==> src/rtl/bmpc_pkg.sv <==
// Package: shared types, constants and codes of the BMP crop stream.
package bmpc_pkg;

  // Default bounds on the source image size
  localparam int unsigned MaxWidthDef  = 4096;
  localparam int unsigned MaxHeightDef = 4096;

  // Field widths
  localparam int unsigned RegW    = 13;
  localparam int unsigned ByteW   = 8;
  localparam int unsigned StatusW = 2;
  localparam int unsigned PadW    = 2;
  localparam int unsigned RegIdxW = 3;

  // Configuration register indexes
  typedef enum logic [RegIdxW-1:0] {
    REG_SRC_WIDTH   = 3'd0,
    REG_SRC_HEIGHT  = 3'd1,
    REG_CROP_LEFT   = 3'd2,
    REG_CROP_TOP    = 3'd3,
    REG_CROP_WIDTH  = 3'd4,
    REG_CROP_HEIGHT = 3'd5
  } reg_idx_e;

  // Result status codes
  typedef enum logic [StatusW-1:0] {
    ST_OK         = 2'd0,
    ST_HEIGHT_ERR = 2'd1,
    ST_WIDTH_ERR  = 2'd2
  } status_e;

  // Configuration register file contents
  typedef struct packed {
    logic [RegW-1:0] src_width;
    logic [RegW-1:0] src_height;
    logic [RegW-1:0] crop_left;
    logic [RegW-1:0] crop_top;
    logic [RegW-1:0] crop_width;
    logic [RegW-1:0] crop_height;
  } cfg_t;

  // Per-item work description, produced at input acceptance
  typedef struct packed {
    logic [ByteW-1:0] data;      // kept byte, zero on error
    status_e          status;
    logic [PadW-1:0]  pad;       // zero bytes to append after data
    logic             last_row;  // item lies in the last cropped row
    logic             img_last;  // data itself is the final image byte
  } desc_t;

endpackage

==> src/rtl/bmpc_in_if.sv <==
// Interface: input byte channel of the BMP crop stream.
interface bmpc_in_if;
  logic       valid;
  logic       ready;
  logic [7:0] pixel_byte;

  modport source (output valid, output pixel_byte, input ready);
  modport sink (input valid, input pixel_byte, output ready);
endinterface

==> src/rtl/bmpc_out_if.sv <==
// Interface: result byte channel of the BMP crop stream.
interface bmpc_out_if;
  logic       valid;
  logic       ready;
  logic [7:0] out_byte;
  logic [1:0] status;
  logic       end_of_run;
  logic       last_of_image;

  modport source (output valid, output out_byte, output status, output end_of_run,
                  output last_of_image, input ready);
  modport sink (input valid, input out_byte, input status, input end_of_run,
                input last_of_image, output ready);
endinterface

==> src/rtl/bmpc_track.sv <==
// Module: source position counters and crop window decision per byte.
module bmpc_track
  import bmpc_pkg::*;
#(
  parameter int unsigned MAX_WIDTH  = MaxWidthDef,
  parameter int unsigned MAX_HEIGHT = MaxHeightDef
) (
  input  logic             clk_i,
  input  logic             rst_ni,
  input  logic             advance_i,
  input  logic [ByteW-1:0] pixel_byte_i,
  input  cfg_t             cfg_i,
  output logic             keep_o,
  output desc_t            desc_o
);

  localparam int unsigned ColW  = $clog2(3 * MAX_WIDTH + 4);
  localparam int unsigned RowW  = (MAX_HEIGHT > 1) ? $clog2(MAX_HEIGHT) : 1;
  localparam int unsigned CalcW = ((ColW > 16) ? ColW : 16) + 1;

  logic [ColW-1:0]  col_q, col_d;
  logic [RowW-1:0]  row_q, row_d;

  logic [CalcW-1:0] wd, ht, row_len, col_eff, row_eff, col_nxt, row_nxt;
  logic [CalcW-1:0] top_h, left_w, row_lo, row_hi, col_lo, col_hi;
  logic             h_err, w_err, in_win, row_end, last_row, err;
  logic [PadW-1:0]  pad;

  // Clamp source size and derive stored row length (3 bytes per pixel plus pad)
  always_comb begin
    if (cfg_i.src_width == '0) begin
      wd = CalcW'(1);
    end else if (CalcW'(cfg_i.src_width) > CalcW'(MAX_WIDTH)) begin
      wd = CalcW'(MAX_WIDTH);
    end else begin
      wd = CalcW'(cfg_i.src_width);
    end
    if (cfg_i.src_height == '0) begin
      ht = CalcW'(1);
    end else if (CalcW'(cfg_i.src_height) > CalcW'(MAX_HEIGHT)) begin
      ht = CalcW'(MAX_HEIGHT);
    end else begin
      ht = CalcW'(cfg_i.src_height);
    end
    row_len = (wd << 1) + wd + {{(CalcW-2){1'b0}}, wd[1:0]};
  end

  // Window bounds and checks
  always_comb begin
    col_eff  = (CalcW'(col_q) >= row_len) ? '0 : CalcW'(col_q);
    row_eff  = (CalcW'(row_q) >= ht) ? '0 : CalcW'(row_q);
    top_h    = CalcW'(cfg_i.crop_top) + CalcW'(cfg_i.crop_height);
    left_w   = CalcW'(cfg_i.crop_left) + CalcW'(cfg_i.crop_width);
    h_err    = top_h > ht;
    w_err    = !h_err && (left_w > wd);
    err      = h_err || w_err;
    row_lo   = ht - top_h;
    row_hi   = ht - CalcW'(cfg_i.crop_top);
    col_lo   = (CalcW'(cfg_i.crop_left) << 1) + CalcW'(cfg_i.crop_left);
    col_hi   = (left_w << 1) + left_w;
    in_win   = (cfg_i.crop_width != '0) && (cfg_i.crop_height != '0) &&
               (row_eff >= row_lo) && (row_eff < row_hi) &&
               (col_eff >= col_lo) && (col_eff < col_hi);
    row_end  = col_eff == (col_hi - CalcW'(1));
    last_row = row_eff == (row_hi - CalcW'(1));
    // Pad of a cropped row: (3*w) padded to four bytes gives w mod 4 zeros
    pad      = row_end ? cfg_i.crop_width[PadW-1:0] : '0;
  end

  // Build the work description
  always_comb begin
    keep_o = err || in_win;
    if (h_err) begin
      desc_o = '{data: '0, status: ST_HEIGHT_ERR, pad: '0, last_row: 1'b0,
                 img_last: 1'b0};
    end else if (w_err) begin
      desc_o = '{data: '0, status: ST_WIDTH_ERR, pad: '0, last_row: 1'b0,
                 img_last: 1'b0};
    end else begin
      desc_o = '{data: pixel_byte_i, status: ST_OK, pad: pad, last_row: last_row,
                 img_last: row_end && last_row && (pad == '0)};
    end
  end

  // Advance the byte column, wrap into the next stored row and image
  always_comb begin
    col_nxt = col_eff + CalcW'(1);
    row_nxt = row_eff + CalcW'(1);
    col_d   = col_q;
    row_d   = row_q;
    if (advance_i) begin
      if (col_nxt >= row_len) begin
        col_d = '0;
        row_d = (row_nxt >= ht) ? '0 : row_nxt[RowW-1:0];
      end else begin
        col_d = col_nxt[ColW-1:0];
        row_d = row_eff[RowW-1:0];
      end
    end
  end

  always_ff @(posedge clk_i or negedge rst_ni) begin
    if (!rst_ni) begin
      col_q <= '0;
      row_q <= '0;
    end else begin
      col_q <= col_d;
      row_q <= row_d;
    end
  end

endmodule

==> src/rtl/bmp_crop_stream.sv <==
// Top level: streaming crop of a 24-bit bottom-up BMP pixel array.
//
// Takes one source byte per cycle, padding included, and passes on the bytes of
// the crop window, appending zero bytes so each cropped row is a multiple of
// four. An input register holds the work of the latest byte and a result
// register drives the output, so a new byte is taken every cycle while results
// flow. A byte closing a cropped row yields 1 to 4 results, holding the result
// register until all are taken (pad countdown); other bytes yield one or none.
// Bounds errors give one status result per byte. Users must write configuration
// through the plain write port while idle; the block does not enforce it.
module bmp_crop_stream
  import bmpc_pkg::*;
#(
  parameter int unsigned MAX_WIDTH  = MaxWidthDef,
  parameter int unsigned MAX_HEIGHT = MaxHeightDef
) (
  input  logic                clk_i,
  input  logic                rst_ni,
  input  logic                cfg_we_i,
  input  logic [RegIdxW-1:0]  cfg_index_i,
  input  logic [RegW-1:0]     cfg_wdata_i,
  bmpc_in_if.sink             in_i,
  bmpc_out_if.source          out_o
);

  cfg_t            cfg_q, cfg_d;
  logic            keep;
  desc_t           desc_new;
  desc_t           desc_q;
  logic            desc_vld_q, desc_vld_d;
  logic            in_fire, desc_move, out_done;

  logic [ByteW-1:0] obyte_q, obyte_d;
  status_e          ostat_q, ostat_d;
  logic             oeor_q, oeor_d;
  logic             olast_q, olast_d;
  logic             ovld_q, ovld_d;
  logic [PadW-1:0]  orem_q, orem_d;
  logic             orow_q, orow_d;

  // Configuration register writes; unknown indexes are dropped
  always_comb begin
    cfg_d = cfg_q;
    if (cfg_we_i) begin
      unique case (reg_idx_e'(cfg_index_i))
        REG_SRC_WIDTH:   cfg_d.src_width   = cfg_wdata_i;
        REG_SRC_HEIGHT:  cfg_d.src_height  = cfg_wdata_i;
        REG_CROP_LEFT:   cfg_d.crop_left   = cfg_wdata_i;
        REG_CROP_TOP:    cfg_d.crop_top    = cfg_wdata_i;
        REG_CROP_WIDTH:  cfg_d.crop_width  = cfg_wdata_i;
        REG_CROP_HEIGHT: cfg_d.crop_height = cfg_wdata_i;
        default: ;
      endcase
    end
  end

  always_ff @(posedge clk_i or negedge rst_ni) begin
    if (!rst_ni) begin
      cfg_q <= '{src_width: RegW'(1), src_height: RegW'(1), default: '0};
    end else begin
      cfg_q <= cfg_d;
    end
  end

  // Position tracking and window decision
  bmpc_track #(
    .MAX_WIDTH  (MAX_WIDTH),
    .MAX_HEIGHT (MAX_HEIGHT)
  ) u_track (
    .clk_i        (clk_i),
    .rst_ni       (rst_ni),
    .advance_i    (in_fire),
    .pixel_byte_i (in_i.pixel_byte),
    .cfg_i        (cfg_q),
    .keep_o       (keep),
    .desc_o       (desc_new)
  );

  // Handshake: the result register finishes its transaction when no pad is left
  assign out_done  = ovld_q && out_o.ready && (orem_q == '0);
  assign desc_move = desc_vld_q && (!ovld_q || out_done);
  assign in_i.ready = !desc_vld_q || desc_move;
  assign in_fire   = in_i.valid && in_i.ready;

  // Input register: hold the work of one accepted byte; drop bytes with no result
  always_comb begin
    desc_vld_d = desc_vld_q;
    if (desc_move) begin
      desc_vld_d = 1'b0;
    end
    if (in_fire) begin
      desc_vld_d = keep;
    end
  end

  always_ff @(posedge clk_i or negedge rst_ni) begin
    if (!rst_ni) begin
      desc_vld_q <= 1'b0;
    end else begin
      desc_vld_q <= desc_vld_d;
    end
  end

  always_ff @(posedge clk_i) begin
    if (in_fire) begin
      desc_q <= desc_new;
    end
  end

  // Result register: load a new item or count down appended pad bytes
  always_comb begin
    ovld_d  = ovld_q;
    obyte_d = obyte_q;
    ostat_d = ostat_q;
    oeor_d  = oeor_q;
    olast_d = olast_q;
    orem_d  = orem_q;
    orow_d  = orow_q;
    if (desc_move) begin
      ovld_d  = 1'b1;
      obyte_d = desc_q.data;
      ostat_d = desc_q.status;
      oeor_d  = desc_q.pad == '0;
      olast_d = desc_q.img_last;
      orem_d  = desc_q.pad;
      orow_d  = desc_q.last_row;
    end else if (out_done) begin
      ovld_d = 1'b0;
    end else if (ovld_q && out_o.ready) begin
      obyte_d = '0;
      ostat_d = ST_OK;
      oeor_d  = orem_q == PadW'(1);
      olast_d = (orem_q == PadW'(1)) && orow_q;
      orem_d  = orem_q - PadW'(1);
    end
  end

  always_ff @(posedge clk_i or negedge rst_ni) begin
    if (!rst_ni) begin
      ovld_q <= 1'b0;
      orem_q <= '0;
    end else begin
      ovld_q <= ovld_d;
      orem_q <= orem_d;
    end
  end

  always_ff @(posedge clk_i) begin
    obyte_q <= obyte_d;
    ostat_q <= ostat_d;
    oeor_q  <= oeor_d;
    olast_q <= olast_d;
    orow_q  <= orow_d;
  end

  // Drive the result channel
  assign out_o.valid         = ovld_q;
  assign out_o.out_byte      = obyte_q;
  assign out_o.status        = ostat_q;
  assign out_o.end_of_run    = oeor_q;
  assign out_o.last_of_image = olast_q;

endmodule

==> src/flat_wrapper.sv <==
// flat-port wrapper written by rule: the top's interface ports become plain ports
module bmp_crop_stream_flat import bmpc_pkg::*;
#(
  parameter int unsigned MAX_WIDTH  = MaxWidthDef,
  parameter int unsigned MAX_HEIGHT = MaxHeightDef
)
  (clk_i, rst_ni, cfg_we_i, cfg_index_i, cfg_wdata_i, in_i_valid, in_i_pixel_byte, in_i_ready, out_o_valid, out_o_out_byte, out_o_status, out_o_end_of_run, out_o_last_of_image, out_o_ready);
  bmpc_in_if in_i_i ();
  bmpc_out_if out_o_i ();
  input  logic clk_i;
  input  logic rst_ni;
  input  logic cfg_we_i;
  input  logic [RegIdxW-1:0] cfg_index_i;
  input  logic [RegW-1:0] cfg_wdata_i;
  input wire logic [$bits(in_i_i.valid)-1:0] in_i_valid;
  input wire logic [$bits(in_i_i.pixel_byte)-1:0] in_i_pixel_byte;
  output wire logic [$bits(in_i_i.ready)-1:0] in_i_ready;
  output wire logic [$bits(out_o_i.valid)-1:0] out_o_valid;
  output wire logic [$bits(out_o_i.out_byte)-1:0] out_o_out_byte;
  output wire logic [$bits(out_o_i.status)-1:0] out_o_status;
  output wire logic [$bits(out_o_i.end_of_run)-1:0] out_o_end_of_run;
  output wire logic [$bits(out_o_i.last_of_image)-1:0] out_o_last_of_image;
  input wire logic [$bits(out_o_i.ready)-1:0] out_o_ready;
  assign in_i_i.valid = in_i_valid;
  assign in_i_i.pixel_byte = in_i_pixel_byte;
  assign in_i_ready = in_i_i.ready;
  assign out_o_valid = out_o_i.valid;
  assign out_o_out_byte = out_o_i.out_byte;
  assign out_o_status = out_o_i.status;
  assign out_o_end_of_run = out_o_i.end_of_run;
  assign out_o_last_of_image = out_o_i.last_of_image;
  assign out_o_i.ready = out_o_ready;
  bmp_crop_stream #(.MAX_WIDTH(MAX_WIDTH), .MAX_HEIGHT(MAX_HEIGHT)) u_core (.clk_i(clk_i), .rst_ni(rst_ni), .cfg_we_i(cfg_we_i), .cfg_index_i(cfg_index_i), .cfg_wdata_i(cfg_wdata_i), .in_i(in_i_i), .out_o(out_o_i));
endmodule
==> config.mk <==
export PLATFORM = sky130hd
export DESIGN_NAME = bmp_crop_stream_flat
export DESIGN_NICKNAME = d
export VERILOG_FILES = /design/src/rtl/bmpc_pkg.sv /design/src/rtl/bmpc_in_if.sv /design/src/rtl/bmpc_out_if.sv /design/src/rtl/bmpc_track.sv /design/src/rtl/bmp_crop_stream.sv /design/src/flat_wrapper.sv
export SDC_FILE = /design/constraint.sdc
export NUM_CORES = 1
export LEC_CHECK = 0
export BUFFER_PORTS_ARGS = -buffer_cell sky130_fd_sc_hd__buf_4
export CAP_MARGIN = 15
export CELL_PAD_IN_SITES_DETAIL_PLACEMENT = 1
export CELL_PAD_IN_SITES_GLOBAL_PLACEMENT = 2
export CORE_ASPECT_RATIO = 0.75
export CORE_MARGIN = 5
export CORE_UTILIZATION = 42
export DETAILED_ROUTE_END_ITERATION = 8
export PLACE_DENSITY_LB_ADDON = 0.1
export SYNTH_ARGS = -nofsm -noshare
export SYNTH_HDL_FRONTEND = slang
export SYNTH_SLANG_ARGS = --single-unit
==> constraint.sdc <==
create_clock -name clk_i -period 12.5 [get_ports clk_i]
set_input_delay 0 -clock clk_i [delete_from_list [all_inputs] [get_ports clk_i]]
set_output_delay 0 -clock clk_i [all_outputs]
set_load 0.02 [all_outputs]
* Word level (Yosys, flattened, before mapping)
Cells that the tools add are included.
Word-level totals: memory bits (read-only) 0, logic and storage cells 124, output and inout bits 14, memory bits (writable) 0, flip-flop bits (word level) 135, memories kept 0, bits in latches 0
Cells by class: reduce and logical (&&, ||, !) cells 39, muxes and demuxes 30, add/sub/neg operators 13, divide/modulo/power cells 0, shift-type cells 0, equal/unequal tests 9, order comparisons 12, $mul 0, bitwise operators 0
Operators with widths (count):
- $mux 12 | 3
- $ge 12x17->1 | 2
- $gt 14x17->1 | 2
- $mux 17 | 2
- $add 13x13->14 | 2
- $mux 14 | 2
- $gt 13x13->1 const B | 2
- $logic_not 13->1 | 2
- $mux 13 | 2
- $reduce_bool 13->1 | 2
- $mux 8 | 3
- $add 17x17->17 | 1
- $add 17x2->17 | 1
- $eq 12x17->1 | 1
- $eq 14x17->1 | 1
- $ge 13x17->1 | 1
- $ge 14x17->1 | 1
- $ge 15x17->1 | 1
- $lt 12x17->1 | 1
- $sub 16x1->17 const B | 1
- $sub 17x1->17 const B | 1
- $sub 17x13->17 | 1
- $sub 17x14->17 | 1
- $add 15x14->16 | 1
- other kinds (22) | 66

* Longest topological paths before layout
Gate-level depths: netlist of the first run.
depth in word-level cells 12, mapped depth 40, mapped depth without buffers 36

* Cells and area by module
Synthesis of the first run repeated with hierarchy kept, for this count alone.
Unflattened totals: cells, all modules 1581, area, all modules 14370.0 um^2
By module, submodules not included:
- bmpc_track | sequential area each 650.6 um^2, cells each 1341, times used 1, area each 10259.8 um^2
- bmp_crop_stream | sequential area each 2865.2 um^2, cells each 240, times used 1, area each 4110.2 um^2

* Worst setup path before layout of the first run
Ideal clock, no wire load.
kind register to register, start register u_core.cfg_q[77] (netlist name), end register u_core.u_track.col_q[12], stages on the path, launching flop included 40, arrival time 7.866 ns, setup slack 4.551 ns, setup time 0.083 ns, clock period less this slack 7.949 ns, cell sequence dfrtp_1 > inv_1 > clkbuf_1 > nand2_1 > fa_1 > inv_1 > ha_1 > fa_1 > a211o_1 > o211ai_1 > a22oi_2 > a21o_1 > a21oi_1 > xor2_1 > ha_1 > inv_1 > a211oi_1 > a31o_2 > [4 not listed] > ha_1 > nand3_1 > nor2_1 > and3_1 > nand3_1 > xor2_1 > nor2_1 > ha_1 > nand3_1 > nor3_1 > or4_1 > o221ai_1 > o21ai_0 > a2111oi_2 > buf_2 > buf_2 > nand2_1 > o21ai_0
Between the ends: word-level cells in the longest chain between the ends 10
Ends and longest elaborated chain:
- start, declared | line bmp_crop_stream.sv:26 | cfg_t cfg_q, cfg_d;
- start signal, assigned | line bmp_crop_stream.sv:61 | cfg_q <= cfg_d;
- $gt 13x13->1 | line bmpc_track.sv:33 | end else if (CalcW'(cfg_i.src_width) > CalcW'(MAX_WIDTH)) begin
- $mux 13 | line bmpc_track.sv:33
- $mux 17 (*) | line bmpc_track.sv:31 | if (cfg_i.src_width == '0) begin
- $add 17x17->17 | line bmpc_track.sv:45 | row_len = (wd << 1) + wd + {{(CalcW-2){1'b0}}, wd[1:0]};
- $add 17x2->17 (*) | line bmpc_track.sv:45
- $ge 14x17->1 | line bmpc_track.sv:50 | col_eff = (CalcW'(col_q) >= row_len) ? '0 : CalcW'(col_q);
- $mux 14 | line bmpc_track.sv:50
- $add 14x1->15 | line bmpc_track.sv:87 | col_nxt = col_eff + CalcW'(1);
- $ge 15x17->1 | line bmpc_track.sv:92 | if (col_nxt >= row_len) begin
- $mux 14 (*) | line bmpc_track.sv:92
- end signal, assigned | line bmpc_track.sv:107 | col_q <= col_d;
- end, declared | line bmpc_track.sv:21 | logic [ColW-1:0] col_q, col_d;
Every way passes the cells marked *; elsewhere a longest branch is shown, timed or not. A chain may end at the register's enable or synchronous reset.

* Worst setup path after layout of the first run
start register u_core.cfg_q[77] (netlist name), end register u_core.u_track.row_q[7]
Between the ends: word-level cells in the longest chain between the ends 10
Ends and longest elaborated chain:
- $gt 13x13->1 | line bmpc_track.sv:33
- $mux 13 | line bmpc_track.sv:33
- $mux 17 (*) | line bmpc_track.sv:31
- $add 17x17->17 | line bmpc_track.sv:45
- $add 17x2->17 (*) | line bmpc_track.sv:45
- $ge 14x17->1 | line bmpc_track.sv:50
- $mux 14 | line bmpc_track.sv:50
- $add 14x1->15 | line bmpc_track.sv:87
- $ge 15x17->1 (*) | line bmpc_track.sv:92
- $mux 12 (*) | line bmpc_track.sv:92
- end signal, assigned | line bmpc_track.sv:108 | row_q <= row_d;
- end, declared | line bmpc_track.sv:22 | logic [RowW-1:0] row_q, row_d;
Marked as above.

==> results of run 1 <==
-- layout make-up --
| type | count | area share |
|---|---|---|
| flip-flops and latches | 135 | 0.225 |
| clock buffers | 20 | 0.0292 |
| clock inverters | 12 | 0.00617 |
| inverters | 126 | 0.0304 |
| well taps | 442 | 0.0354 |
| multi-input cells | 1267 | 0.634 |
| repair buffers | 74 | 0.0395 |
-- kinds of logic (layout without fill, tap and decap cells) --
logic type,count (synthesis),count (layout),share of synthesized area
AND/OR/NAND/NOR,470,470,0.173
flip-flops,135,135,0.251
buffers and inverters,163,232,0.0443
AO/OA/AOI/OAI,374,374,0.186
adder cells (fa/ha/maj),230,230,0.210
multiplexers,79,79,0.0635
XOR/XNOR,114,114,0.0732
-- sequential cells by signal, summed over array words and instances, names as in the netlist --
| signal | cells |
|---|---|
| u_core.cfg_q | 78 |
| u_core.desc_q | 14 |
| u_core.u_track.col_q | 14 |
| u_core.u_track.row_q | 12 |
| u_core.out_o.out_byte | 8 |
| u_core.orem_q | 2 |
| u_core.out_o.status | 2 |
| u_core.desc_vld_q | 1 |
| u_core.orow_q | 1 |
| u_core.out_o.end_of_run | 1 |
| u_core.out_o.last_of_image | 1 |
| u_core.out_o.valid | 1 |
-- worst max-delay path: cells and delay by family (launching register included) --
family | cells | cell delay, ps
fa+ha+maj | 7 | 2450
simple gates | 14 | 2410
compound gates | 9 | 1980
buf+inv | 6 | 1160
flops | 1 | 450
xor+xnor | 1 | 160
-- per-stage QoR --
step / std cells / worst slack [ps] / hold WS, ps / cell area [sq um]
after floorplan: 1565 / 4550 / -296 / 14000
after global placement: 2019 / 4130 / 160 / 14800
after detailed placement: 2019 / 3810 / 155 / 14800
after CTS: 2074 / 3800 / 33.1 / 15600
after global routing: 2076 / 3110 / 5.44 / 15600
final: 2076 / 3710 / -2.41 / 15600
-- layer usage --
metal	GRT usage	up-vias
met1	0.389	5947
li1	-	5812
met5	0	-
met4	0.0367	0
met2	0.338	228
met3	0.0388	28
-- worst max path at each step --
stage | endpoint | slack, ps
floorplan | u_core.u_track.col_q[12] | 4550
global placement | u_core.u_track.row_q[1] | 4130
detailed placement | u_core.u_track.row_q[7] | 3810
CTS | u_core.u_track.row_q[7] | 3800
global route | u_core.u_track.row_q[6] | 3110
finish | u_core.u_track.row_q[7] | 3710
-- cells in the mapped netlist, types with 6 or more instances --
library cell  count
a2111oi_0         7
o31ai_1           9
a31oi_1           8
nand2b_1         24
o21a_1           38
nor2_1           74
a211o_1           9
buf_2             6
nor2b_1          27
o21ai_0          74
o211ai_1         16
nand3_1          45
and3_1           21
xnor2_1          70
nor3_1           25
xor2_1           42
nand2_1         133
o21bai_1         12
nand4_1          22
a21o_1           28
and2_1           44
a21oi_1          83
or2_2            11
edfxtp_1         27
mux2_2           75
inv_1           123
fa_1              8
nor4_1           16
a211oi_1         19
ha_1            220
clkbuf_1         28
dfrtp_1         106
-- what timing repair did --
item	4_1_cts	5_1_grt
hold buffers	23	0
resized for setup	0	0
hold endpoints to repair	150	0
setup endpoints to repair	0	0
==> flow_metrics.tcl, run 1 <==
set metrics [dict create \
    wl_mm 45.0 \
    max_clock_freq_ghz 0.114 \
    drv_slew 0 \
    hpwlAfterDp_mm 36.8 \
    portBuffers 42 \
    ys_ff_latch 135 \
    hold_viol 1 \
    async_reset_ff_frac 0.800 \
    viasPerCell 5.79 \
    grt_remaining_overflow 0 \
    diodes 0 \
    crit_top_cell "ha_1" \
    ys.flop_type "dfrtp_1" \
    wl_met2_mm 18.0 \
    rsz0062_at_grt "false" \
    violations "negative hold slack" \
    hold_depth 4 \
    cts_num_sinks 135 \
    dieArea_sq_um 37100 \
    cts-htree-levels 4 \
    cts_root_buffer "clkbuf_16" \
    max_slew.worst_pin.slew_ps 1170 \
    grt_pass1_wl_mm 70.9 \
    critPathMaxFanout 23 \
    synth_top_area_cell "ha_1" \
    ys_types 94 \
    crit_start "u_core.cfg_q[77]" \
    antenna_left 0 \
    clkSlewWorstSetupHoldPaths_ps 60 \
    setup_viol 0 \
    hold_slack_ps -2.41 \
    skew_ps 15.4 \
    drive_gt1_frac 0.123 \
    fin_crit_ps 8790 \
    wire_per_inst_um 21.7 \
    most-common-layout-cells "ha_1 (220), nand2_1 (133), inv_1 (123)" \
    met3WireLength_mm 2.02 \
    syn_to_final_growth_pct 11.5 \
    syn_area_sq_um 14000 \
    crit_slowest_cell "fa_1" \
    crit_arrival_ps 9110 \
    rrSetupSlack_ps 3710 \
    cap_violations 0 \
    reg2reg_from "u_core.cfg_q[77]" \
    status "finished, violations left" \
    grt_usage 0.240 \
    crit_type "flop to flop" \
    min_from "cfg_index_i[1]" \
    rr_worst_depth 37 \
    end_kind "flop" \
    die_w_um 221 \
    antenna_found_initial 0 \
    fill_cells 3827 \
    grt_max_degree 66 \
    yosys_warnings 0 \
    slowest_delay_ps 560 \
    drcViolationCount 0 \
    post_cts_buffers 0 \
    wl_met1_mm 24.7 \
    cp-start-kind "flop" \
    cts_buffers 17 \
    clk_path_buf_depth 2 \
    hold_path_class "primary input to flop" \
    top_layer_used "met4" \
    start_util 0.429 \
    synth_edf_count 27 \
    placementRows 57 \
    ys_seq_area_frac 0.251 \
    core_area_sq_um 32700 \
    ys_top_cells_by_area "ha_1 (20%), dfrtp_1 (19%), mux2_2 (6.0%), edfxtp_1 (5.8%), xnor2_1 (4.4%)" \
    synth_nets 1822 \
    period_share 0.703 \
    max_slew_margin 0.216 \
    die_y_um 168 \
    fin_tns_setup_ps 0 \
    first_global_vias 12000 \
    synth_top_area_frac 0.196 \
    ff_latch_area_sq_um 3520 \
    synthCells 1565 \
    firstDrtPassIters 5 \
    r2r-end "u_core.u_track.row_q[7]" \
    clkLatencyLatePin_ps 440 \
    place_congestion 0.885 \
    holdPathEnd "u_core.cfg_q[64]" \
    cts_tree "built" \
    drt-initial-drc-count 743 \
    multiInputGateArea_sq_um 9910 \
    fin_nets 1878 \
    worstPathRequired_ps 12820 \
    io_pins 43 \
    vias 12000 \
    final_common_cell "ha_1" \
    fin_util 0.478 \
    avgSynthCellArea_sq_um 8.95 \
]
Power of run 1 is not shown: default switching activity piles up to over one toggle a cycle in this logic, so the estimate is an artifact.
==> run 2, diff against run 1 <==
--- a/config.mk
+++ b/config.mk
@@ -5,13 +5,14 @@
 export SDC_FILE = /design/constraint.sdc
 export NUM_CORES = 1
 export LEC_CHECK = 0
+export ABC_AREA = 1
 export BUFFER_PORTS_ARGS = -buffer_cell sky130_fd_sc_hd__buf_4
 export CAP_MARGIN = 15
 export CELL_PAD_IN_SITES_DETAIL_PLACEMENT = 1
 export CELL_PAD_IN_SITES_GLOBAL_PLACEMENT = 2
 export CORE_ASPECT_RATIO = 0.75
 export CORE_MARGIN = 5
-export CORE_UTILIZATION = 42
+export CORE_UTILIZATION = 38
 export DETAILED_ROUTE_END_ITERATION = 8
 export PLACE_DENSITY_LB_ADDON = 0.1
 export SYNTH_ARGS = -nofsm -noshare
==> constraint.sdc (replaced) <==
create_clock -name clk_i -period 8.59 [get_ports clk_i]
set_input_delay 0 -clock clk_i [delete_from_list [all_inputs] [get_ports clk_i]]
set_output_delay 0 -clock clk_i [all_outputs]
set_load 0.02 [all_outputs]
==> run 2 against run 1 <==
Fmax up 12%. The run now ends clean. Via count grew 6.0%. Clock skew is essentially flat. Flip-flop and latch count unchanged.
==> flow_metrics.tcl, run 2 <==
set metrics [dict create \
    cp-start-kind "flop" \
    yosys_warnings 0 \
    path_buf_inv 4 \
    dieArea_sq_um 40100 \
    setup_viol 0 \
    crit_arrival_ps 8230 \
    core_area_sq_um 35800 \
    place_area_sq_um 14600 \
    top_register "u_core.cfg_q" \
    rsz0062_at_grt "false" \
    fill_cells 4492 \
    top_regs "u_core.cfg_q: 78 flops, u_core.desc_q: 14 flops, u_core.u_track.col_q: 14 flops" \
    drive_gt1_frac 0.0629 \
    antenna_found_initial 0 \
    async_reset_ff_frac 0.800 \
    clkSlewWorstSetupHoldPaths_ps 70 \
    synth_edf_count 27 \
    hold_path_class "primary input to flop" \
    post_cts_buffers 0 \
    hold_viol 0 \
    synthTopCellsByCount "nand2_1 (453), inv_1 (281), ha_1 (220)" \
    grt_usage 0.227 \
    drv_slew 0 \
    avgSynthCellArea_sq_um 7.24 \
    antenna_left 0 \
    synth_top_area_frac 0.200 \
    crit_type "flop to flop" \
    largest_reg_flops 78 \
    max_clock_freq_ghz 0.127 \
    dp_slack_ps 764 \
    wire_per_inst_um 18.8 \
    fin_nets 2216 \
    vdd_drop_max_v 0.000158 \
    power.density_nw_per_um2 382 \
    viasPerCell 5.23 \
    first_global_vias 12700 \
    die_y_um 175 \
    synth_top_area_cell "ha_1" \
    syn_to_final_growth_pct 11.5 \
    ys_top_cells_by_area "ha_1 (20%), dfrtp_1 (19%), nand2_1 (12%), inv_1 (7.7%), edfxtp_1 (5.9%)" \
    clkLatencyLatePin_ps 440 \
    syn_area_sq_um 13800 \
    cts_root_buffer "clkbuf_16" \
    max_slew_margin 0.344 \
    io_pins 43 \
    wl_mm 45.7 \
    slowest_delay_ps 600 \
    worstPathRequired_ps 8960 \
    crit_family "simple AND/OR/NAND/NOR gates" \
    max_slew.worst_pin.slew_ps 982 \
    synth.most_common_cell "nand2_1" \
    end_kind "flop" \
    crit_top_cell "nand2_1" \
    diodes 0 \
    synthCells 1899 \
    status "complete, no violations" \
    drcViolationCount 0 \
    clk_path_buf_depth 2 \
    fin_tns_setup_ps 0 \
    placementRows 60 \
    vias 12700 \
    grt_max_degree 51 \
    cts_buffers 17 \
    drt-initial-drc-count 641 \
    cts_num_sinks 135 \
    die_w_um 230 \
    firstDrtPassIters 5 \
    cts-htree-levels 4 \
    cts_tree "built" \
    place_congestion 0.928 \
    crit_slowest_cell "fa_1" \
    hpwlAfterDp_mm 38.2 \
    skew_ps 15.2 \
    fin_crit_ps 7860 \
    hold_slack_ps 23.5 \
    grt_remaining_overflow 0 \
    finalInstanceArea_sq_um 15300 \
    period_share 0.915 \
    critPathMaxFanout 24 \
    portBuffers 42 \
    ys_seq_area_frac 0.256 \
    start_util 0.384 \
    synth_nets 2156 \
    ys.flop_type "dfrtp_1" \
    setup_ws_ps 728 \
    cap_violations 0 \
    most-common-layout-cells "nand2_1 (453), inv_1 (281), ha_1 (220)" \
    leakagePower_uw 0.00818 \
    ys_types 53 \
    ys_ff_latch 135 \
    grt_pass1_wl_mm 72.5 \
    final_common_cell "nand2_1" \
]
-- run 2: final cells by class --
type                    count  area [sq um]  share of cell area
multi-input cells        1450          9030               0.589
inverters                 286          1070              0.0700
well taps                 465           582              0.0379
clock inverters            15           145             0.00946
clock buffers              17           425              0.0277
repair buffers             69           571              0.0372
flip-flops and latches    135          3520               0.229
-- run 2: where the power goes --
part	switching, uW	total (uW)	internal, uW	leakage (uW)
clock network	331	718	386	0.000286
registers	163	998	835	0.00164
logic	2720	4150	1430	0.00626
total	3210	5860	2650	0.00818
-- run 2: tightest hold or removal path, stage by stage --
cell and delay (ps):
buf_4 70, inv_1 150, o21ai_0 200
-- run 2: layer usage --
layer | up-vias | track usage | wire, um
li1 | 6421 | - | -
met1 | 6094 | 0.363 | 25300
met2 | 194 | 0.322 | 18100
met3 | 26 | 0.0398 | 2010
met4 | 0 | 0.0353 | 348
met5 | - | 0 | 0
-- run 2: timing repair --
item                                    in CTS  in global routing
endpoints found under the setup margin       0                 15
gates resized for setup                      0                  2
endpoints found under the hold margin      124                  0
hold buffers                                21                  0
-- run 2: cells by family (layout without fill, tap and decap cells) --
group | Yosys count | after routing | synth area share
fa+ha+maj | 228 | 228 | 0.212
simple gates | 803 | 803 | 0.253
flops | 135 | 135 | 0.256
buf+inv | 314 | 387 | 0.0884
xor+xnor | 99 | 99 | 0.0636
compound gates | 320 | 320 | 0.127
-- run 2: through the flow --
stage	cells	util	power (uW)
2_1_floorplan	1899	-	3930
3_3_place_gp	2384	0.406	5010
3_5_place_dp	2384	0.406	5130
4_1_cts	2437	0.428	5880
5_1_grt	2437	0.428	6510
6_report	2437	0.428	5860
-- run 2: final timing paths --
check	slack (ps)	depth (start not counted)	from	endpoint
max in group asynchronous	7200	4	rst_ni	u_core.cfg_q[37]
min in group asynchronous	290	3	rst_ni	u_core.u_track.row_q[6]
worst max register to register	730	45	u_core.cfg_q[66]	u_core.u_track.col_q[11]
worst max-delay path	730	45	u_core.cfg_q[66]	u_core.u_track.col_q[11]
worst min-delay path	20	3	cfg_wdata_i[3]	u_core.cfg_q[68]
worst min register to register	430	0	u_core.desc_q[1]	u_core.orow_q
No activity file was read; power rests on OpenSTA's default activity.
==> run 3, diff against run 2 <==
--- a/config.mk
+++ b/config.mk
@@ -17,4 +17,5 @@
 export PLACE_DENSITY_LB_ADDON = 0.1
 export SYNTH_ARGS = -nofsm -noshare
 export SYNTH_HDL_FRONTEND = slang
+export SYNTH_HIERARCHICAL = 1
 export SYNTH_SLANG_ARGS = --single-unit
==> run 3 against run 2 <==
Routed wire length fell by 3.3%. Final area rose by 1.2%. Register-to-register slack improved by 50 ps. Total power rose by 0.42%. Combinational power barely moved. Critical path depth fell by 1.
==> flow_metrics.tcl, run 3 <==
set metrics [dict create \
    grt_max_degree 67 \
    portBuffers 42 \
    cts-htree-levels 4 \
    grt_remaining_overflow 0 \
    period_share 0.910 \
    hold_viol 0 \
    slowest_delay_ps 640 \
    antenna_left 0 \
    die_w_um 231 \
    place_congestion 0.840 \
    clkSlewWorstSetupHoldPaths_ps 70 \
    syn_area_sq_um 14000 \
    max_clock_freq_ghz 0.128 \
    drt-initial-drc-count 556 \
    synth.most_common_cell "nand2_1" \
    largest_reg_flops 78 \
    io_pins 43 \
    met3WireLength_mm 1.63 \
    drcViolationCount 0 \
    setup_ws_ps 775 \
    cts_buffers 17 \
    ctsHoldBuffers 17 \
    fin_nets 2207 \
    synth_top_area_frac 0.206 \
    first_global_vias 12900 \
    top_register "u_core/cfg_q" \
    dieArea_sq_um 40700 \
    crit_type "flop to flop" \
    clockPowerShare 0.130 \
    wl_mm 44.2 \
    wl_met1_mm 24.3 \
    ys_top_cells_by_area "ha_1 (21%), dfrtp_1 (19%), nand2_1 (12%), inv_1 (7.8%), edfxtp_1 (5.8%)" \
    dp_slack_ps 814 \
    top_regs "u_core/cfg_q: 78 flops, u_core/desc_q: 14 flops, u_core/u_track/col_q: 14 flops" \
    skew_ps 10.5 \
    syn_to_final_growth_pct 11.1 \
    placed_cells 2400 \
    ys_seq_area_frac 0.252 \
    max_slew.worst_pin.slew_ps 1060 \
    ctsResizeCount 0 \
    crit_arrival_ps 8200 \
    ys.flop_type "dfrtp_1" \
    fin_tns_setup_ps 0 \
    worstPathRequired_ps 8970 \
    post_cts_buffers 0 \
    fin_util 0.430 \
    ys_types 55 \
    firstDrtPassIters 5 \
    vias 12600 \
    p_comb_frac 0.699 \
    setup_viol 0 \
    wl_met2_mm 17.9 \
    clk_path_buf_depth 2 \
    async_reset_ff_frac 0.800 \
    drive_gt1_frac 0.0794 \
    clkLatencyLatePin_ps 450 \
    core_area_sq_um 36100 \
    wire_per_inst_um 18.1 \
    final_common_cell "nand2_1" \
    top_layer_used "met4" \
    grt_usage 0.218 \
    cts_root_buffer "clkbuf_16" \
    placementRows 60 \
    diodes 0 \
    leakagePower_uw 0.00836 \
    rsz0062_at_grt "false" \
    end_kind "flop" \
    cap_violations 0 \
    avgSynthCellArea_sq_um 7.41 \
    synthTopCellsByCount "nand2_1 (446), inv_1 (292), ha_1 (230)" \
    crit_slowest_cell "fa_1" \
    start_util 0.387 \
    synthCells 1885 \
    most-common-layout-cells "nand2_1 (446), inv_1 (292), ha_1 (230)" \
    grt_pass1_wl_mm 70.6 \
    viasPerCell 5.14 \
    synth_top_area_cell "ha_1" \
    die_y_um 176 \
    drv_slew 0 \
    yosys_warnings 6 \
    crit_top_cell "nand2_1" \
    hpwlAfterDp_mm 36.5 \
    cp-start-kind "flop" \
    p_seq_frac 0.171 \
    antenna_found_initial 0 \
    cts_num_sinks 135 \
    final_cells 2449 \
    synth_edf_count 27 \
    cts_tree "built" \
    status "complete, no violations" \
    vdd_drop_max_v 0.000164 \
    power.density_nw_per_um2 379 \
    ys_ff_latch 135 \
    hold_path_class "primary input to flop" \
    fin_crit_ps 7810 \
    max_slew_margin 0.291 \
    synth_nets 2152 \
    switching_share 0.531 \
    p_sw_uw 3130 \
    intPower_uw 2760 \
    critPathMaxFanout 16 \
]
## run 3: stage by stage
stage	total power (uW)	cell area, sq um	hold slack, ps
floorplan	3980	14000	-296
global placement	4970	14800	65.0
detailed placement	5110	14800	73.1
CTS	5920	15500	9.18
global route	6520	15500	24.0
finish	5890	15500	26.3
## run 3: area by class of cell
type                    instances  area (sq um)
well taps                     496           621
flip-flops and latches        135          3520
clock buffers                  17           425
clock inverters                15           176
inverters                     296          1110
repair buffers                 63           515
fillers                      4546         20600
multi-input cells            1427          9160
## run 3: worst paths after layout
kind	startpoint	end	slack, ps	cells past startpoint
worst min-delay path	cfg_wdata_i[8]	u_core/cfg_q[8]	30	3
worst max register to register	u_core/cfg_q[70]	u_core/u_track/col_q[11]	780	44
worst min register to register	u_core/desc_q[1]	u_core/orow_q	430	0
min in group asynchronous	rst_ni	u_core/u_track/col_q[13]	130	2
worst max-delay path	u_core/cfg_q[70]	u_core/u_track/col_q[11]	780	44
max in group asynchronous	rst_ni	u_core/cfg_q[59]	7120	3
## run 3: kinds of logic after synthesis
kind of cell | Yosys count | share of synthesized area
compound gates | 309 | 0.131
xor+xnor | 113 | 0.0714
fa+ha+maj | 238 | 0.217
buf+inv | 323 | 0.0932
flops | 135 | 0.252
simple gates | 767 | 0.235
## run 3: routing by layer
layer | vias to the layer above | track usage
met3 | 30 | 0.0330
met1 | 6071 | 0.341
li1 | 6314 | -
met4 | 0 | 0.0386
met2 | 169 | 0.320
met5 | - | 0
## run 3: power by group through the flow
stage,Sequential (uW),Clock [uW],Combinational [uW]
final,1010,763,4120
after global placement,1010,0,3960
after detailed placement,1020,0,4090
after global routing,1030,814,4680
after floorplan,996,0,2990
after CTS,1010,784,4120
## run 3: critical path, delay by kind of cell, from the launching register on
family          cells  cell delay [ps]
buf+inv             3              290
flops               1              410
xor+xnor            2              460
compound gates      8             1070
simple gates       25             3410
fa+ha+maj           6             2100
